File: config.mk
export PLATFORM = sky130hd
export DESIGN_NAME = cct_fifo
export DESIGN_NICKNAME = d
export VERILOG_FILES = /design/src/design/cct_fifo.sv
export SDC_FILE = /design/constraint.sdc
export NUM_CORES = 1
export LEC_CHECK = 0
export BUFFER_PORTS_ARGS = -buffer_cell sky130_fd_sc_hd__buf_2
export CAP_MARGIN = 10
export CORE_MARGIN = 3
export CORE_UTILIZATION = 50
export CTS_CLUSTER_SIZE = 10
export DETAILED_ROUTE_END_ITERATION = 12
export GPL_ROUTABILITY_DRIVEN = 1
export PLACE_DENSITY = 0.79
export SETUP_SLACK_MARGIN = 0.4
export SLEW_MARGIN = 5
export SYNTH_ARGS = -nofsm -noshare
export SYNTH_HDL_FRONTEND = slang
export SYNTH_SLANG_ARGS = --single-unit
File: constraint.sdc
create_clock -name clk -period 2.4 [get_ports clk]
set_clock_uncertainty 0.15 [all_clocks]
set_input_delay 0 -clock clk [delete_from_list [all_inputs] [get_ports clk]]
set_output_delay 0 -clock clk [all_outputs]
set_load 0.1 [all_outputs]
File: src/design/cct_fifo.sv
// Small first-in first-out queue with valid/ready on both sides.
// Depends on nothing.
module cct_fifo #(
	parameter int W     = 8,
	parameter int DEPTH = 4
) (
	input  logic         clk,
	input  logic         arst_n,
	input  logic         wr_valid,
	output logic         wr_ready,
	input  logic [W-1:0] wr_data,
	output logic         rd_valid,
	input  logic         rd_ready,
	output logic [W-1:0] rd_data
);
	localparam int PW = $clog2(DEPTH);

	logic [W-1:0]  mem_q [DEPTH];
	logic [PW-1:0] wr_ptr_q;
	logic [PW-1:0] rd_ptr_q;
	logic [PW:0]   count_q;
	logic          do_wr;
	logic          do_rd;

	assign wr_ready = count_q != (PW+1)'(DEPTH);
	assign rd_valid = count_q != '0;
	assign do_wr    = wr_valid && wr_ready;
	assign do_rd    = rd_valid && rd_ready;
	assign rd_data  = mem_q[rd_ptr_q];

	always_ff @(posedge clk) begin
		if (do_wr) begin
			mem_q[wr_ptr_q] <= wr_data;
		end
	end

	always_ff @(posedge clk or negedge arst_n) begin
		if (!arst_n) begin
			wr_ptr_q <= '0;
			rd_ptr_q <= '0;
			count_q  <= '0;
		end else begin
			if (do_wr) begin
				wr_ptr_q <= (wr_ptr_q == PW'(DEPTH - 1)) ? '0 : wr_ptr_q + PW'(1);
			end
			if (do_rd) begin
				rd_ptr_q <= (rd_ptr_q == PW'(DEPTH - 1)) ? '0 : rd_ptr_q + PW'(1);
			end
			if (do_wr && !do_rd) begin
				count_q <= count_q + (PW+1)'(1);
			end else if (!do_wr && do_rd) begin
				count_q <= count_q - (PW+1)'(1);
			end
		end
	end
endmodule

==> impl_metrics.yaml <==
logic_synthesis:
  yosys.area.top_type_share: 0.603
  syn_area_per_cell_um2: 20.4
  synth_async_sr_flop_share: 0.179
  postSynthCellCount: 78
  yosys.cell_count.top_type: "edfxtp_1"
  yosys_cell_types: 18
  syn_area_um2: 1590
  synth_nets: 97
  yosys_register_bits: 39
  netlist_top_cells_area: "edfxtp_1, mux4_2, dfrtp_1"
  most_frequent_cells_after_synthesis: "edfxtp_1, mux4_2, dfrtp_1"
  post-synth-top-area-cell: "edfxtp_1"
  ys_warn_count: 0
  synth-main-ff-cell: "edfxtp_1"
  seq_area_frac_synth: 0.713
  synth-edff-count: 32
placement:
  placed_cells: 139
  post-place-ws_ns: 0.198
  finalWeightedCongestion: 0.759
  port-buffer-count: 21
  dpl.hpwl_mm: 1.65
die:
  die_width_um: 62.5
  start_util: 0.550
  die_h_um: 62.5
  placeable_area_um2: 2900
  floorplan.rows: 19
  design.portCount: 22
  die_area_um2: 3900
setup_path:
  path_buf_inv: 1
  critPathTopFamily: "adder cells"
  critical_path_class: "register to register"
  timing.critical_path.arrival_ns: 2.26
  max_stage_delay_ns: 0.45
  worst-endpoint-required_ns: 2.49
  crit_slowest_cell: "fa_2"
  cp_cell_sequence: "or3b_4 > and2_4 > ha_4 > inv_2 > fa_2 > mux2_4"
  startpoint_type: "register"
  worst_setup_path_end_kind: "register"
  worst-path-max-fanout: 3
clock_tree:
  cts_max_path_buffers: 2
  htreeDepth: 2
  clk-insertion-delay-late_ns: 0.34
  cts.reportedPaths.clkPinSlew_ns: 0.11
  cts_tree: "yes"
  clock_buffer_count_from_cts: 5
  ctsRootBufferMaster: "clkbuf_4"
  clock_sinks: 39
sta:
  setup_ws_ns: 0.223
  fmaxAchievable_ghz: 0.459
  fin_worst_hold_slack_ns: 0.0435
  worst_slew_margin_relative_to_its_limit: 0.674
  accumulated_negative_setup_slack_ns: 0
  setup_violations: 0
  timing_hold_violations_final: 0
  grt_setup_unrepaired: "yes"
  final_max_slew_violation_count: 0
  worst_slew_pin_slew_ns: 0.492
  period_minus_slack_ns: 2.18
  final_critical_path_share_of_the_clock_period: 0.907
finish:
  antennaDiodeCount: 0
  final_layout_size_suffix_gt1_frac: 0.500
  num-nets-final: 144
  area.growth.synth_to_final_pct: 26.8
  layoutNonFillerInstCount: 168
job:
  maxCapViolations: 0
route:
  drc: 0
  met3WireLength_um: 125
  dr_wl_met2_mm: 1.42
  highest_layer: "met4"
  detail_route.first_pass.iterations: 4
  initialDrtViolationCount: 33
  vias: 856
  post_drt_via_cell_ratio: 5.10
  route.final.wire_length_mm: 2.79
  ant_nets: 0
  detail_route.wl_per_cell_um: 16.6
  wl_met1_mm: 1.18
status:
  result_of_the_run: "finished clean"
global_routing:
  grt_start_max_net_pins: 13
  antenna_found_initial: 0
  track_usage: 0.161
  overflow_after_grt: 0
  first_pass_grt_wire_length_mm: 4.56
  grt_pass1_vias: 940
worst_hold_path:
  worst_hold_path_type: "input pin to register"
[sequential cells by signal, summed over array words and instances (netlist names)]
name and flops:
rd_ptr_q 2, count_q 3, mem_q 32, wr_ptr_q 2
[area by class of cell]
type	instances	area (um^2)
clock buffers	7	55.1
clock inverters	1	5.00
fillers	210	878
inverters	3	11.3
multi-input cells	34	468
flip-flops and latches	39	1140
well taps	42	52.6
repair buffers	42	290
[logic make-up (layout without fill, tap and decap cells)]
| logic type | Yosys count | in the layout | synth area share |
|---|---|---|---|
| XOR/XNOR | 3 | 3 | 0.0165 |
| flip-flops | 39 | 39 | 0.713 |
| buffers and inverters | 5 | 53 | 0.0126 |
| adder cells (fa/ha/maj) | 7 | 7 | 0.0597 |
| multiplexers | 13 | 13 | 0.153 |
| AND/OR/NAND/NOR | 11 | 11 | 0.0455 |
[cell usage in the layout, fill, tap and decap left out, types with 2 or more instances in the layout]
cell type      instances
edfxtp_1              32
buf_2                 21
dlygate4sd3_1         11
buf_4                 10
mux4_2                 8
dfrtp_1                6
ha_1                   5
clkbuf_4               5
and3_2                 4
mux2_4                 3
nor2_1                 3
inv_1                  2
mux2_2                 2
xor2_1                 2
[timing repair]
action / in CTS / in global routing
hold buffers: 11 / 0
setup endpoints to repair: 10 / 10
resized for setup: 2 / 3
endpoints found under the hold margin: 42 / 0
setup buffers: 6 / 4
pin swaps: 1 / 7
[metrics by stage]
step / utilization / cell area, um^2
after floorplan: - / 1610
after global placement: 0.607 / 1760
after global routing: 0.697 / 2020
final: 0.697 / 2020
after detailed placement: 0.607 / 1760
after CTS: 0.683 / 1980
[worst paths after layout]
kind,start,endpoint,slack [ns],cells past startpoint
setup / recovery,count_q[1],count_q[1],0.22,6
hold / removal,wr_valid,count_q[0],0.04,4
setup reg to reg,count_q[1],count_q[1],0.22,6
hold reg to reg,wr_ptr_q[1],wr_ptr_q[1],0.45,1
max in group asynchronous,arst_n,rd_ptr_q[0],1.33,3
min in group asynchronous,arst_n,rd_ptr_q[0],0.48,3
[tightest hold or removal path: stages]
cell and delay [ns]:
buf_2 0.11, and2_4 0.17, ha_4 0.16, xnor2_1 0.06
[routing by layer]
metal  GRT usage  vias to the layer above
li1            -                      399
met1       0.181                      430
met2       0.269                       21
met3      0.0540                        6
met4      0.0909                        0
met5           0                        -
Power is not shown: default switching activity piles up to over one toggle a cycle in this logic, so the estimate is an artifact.
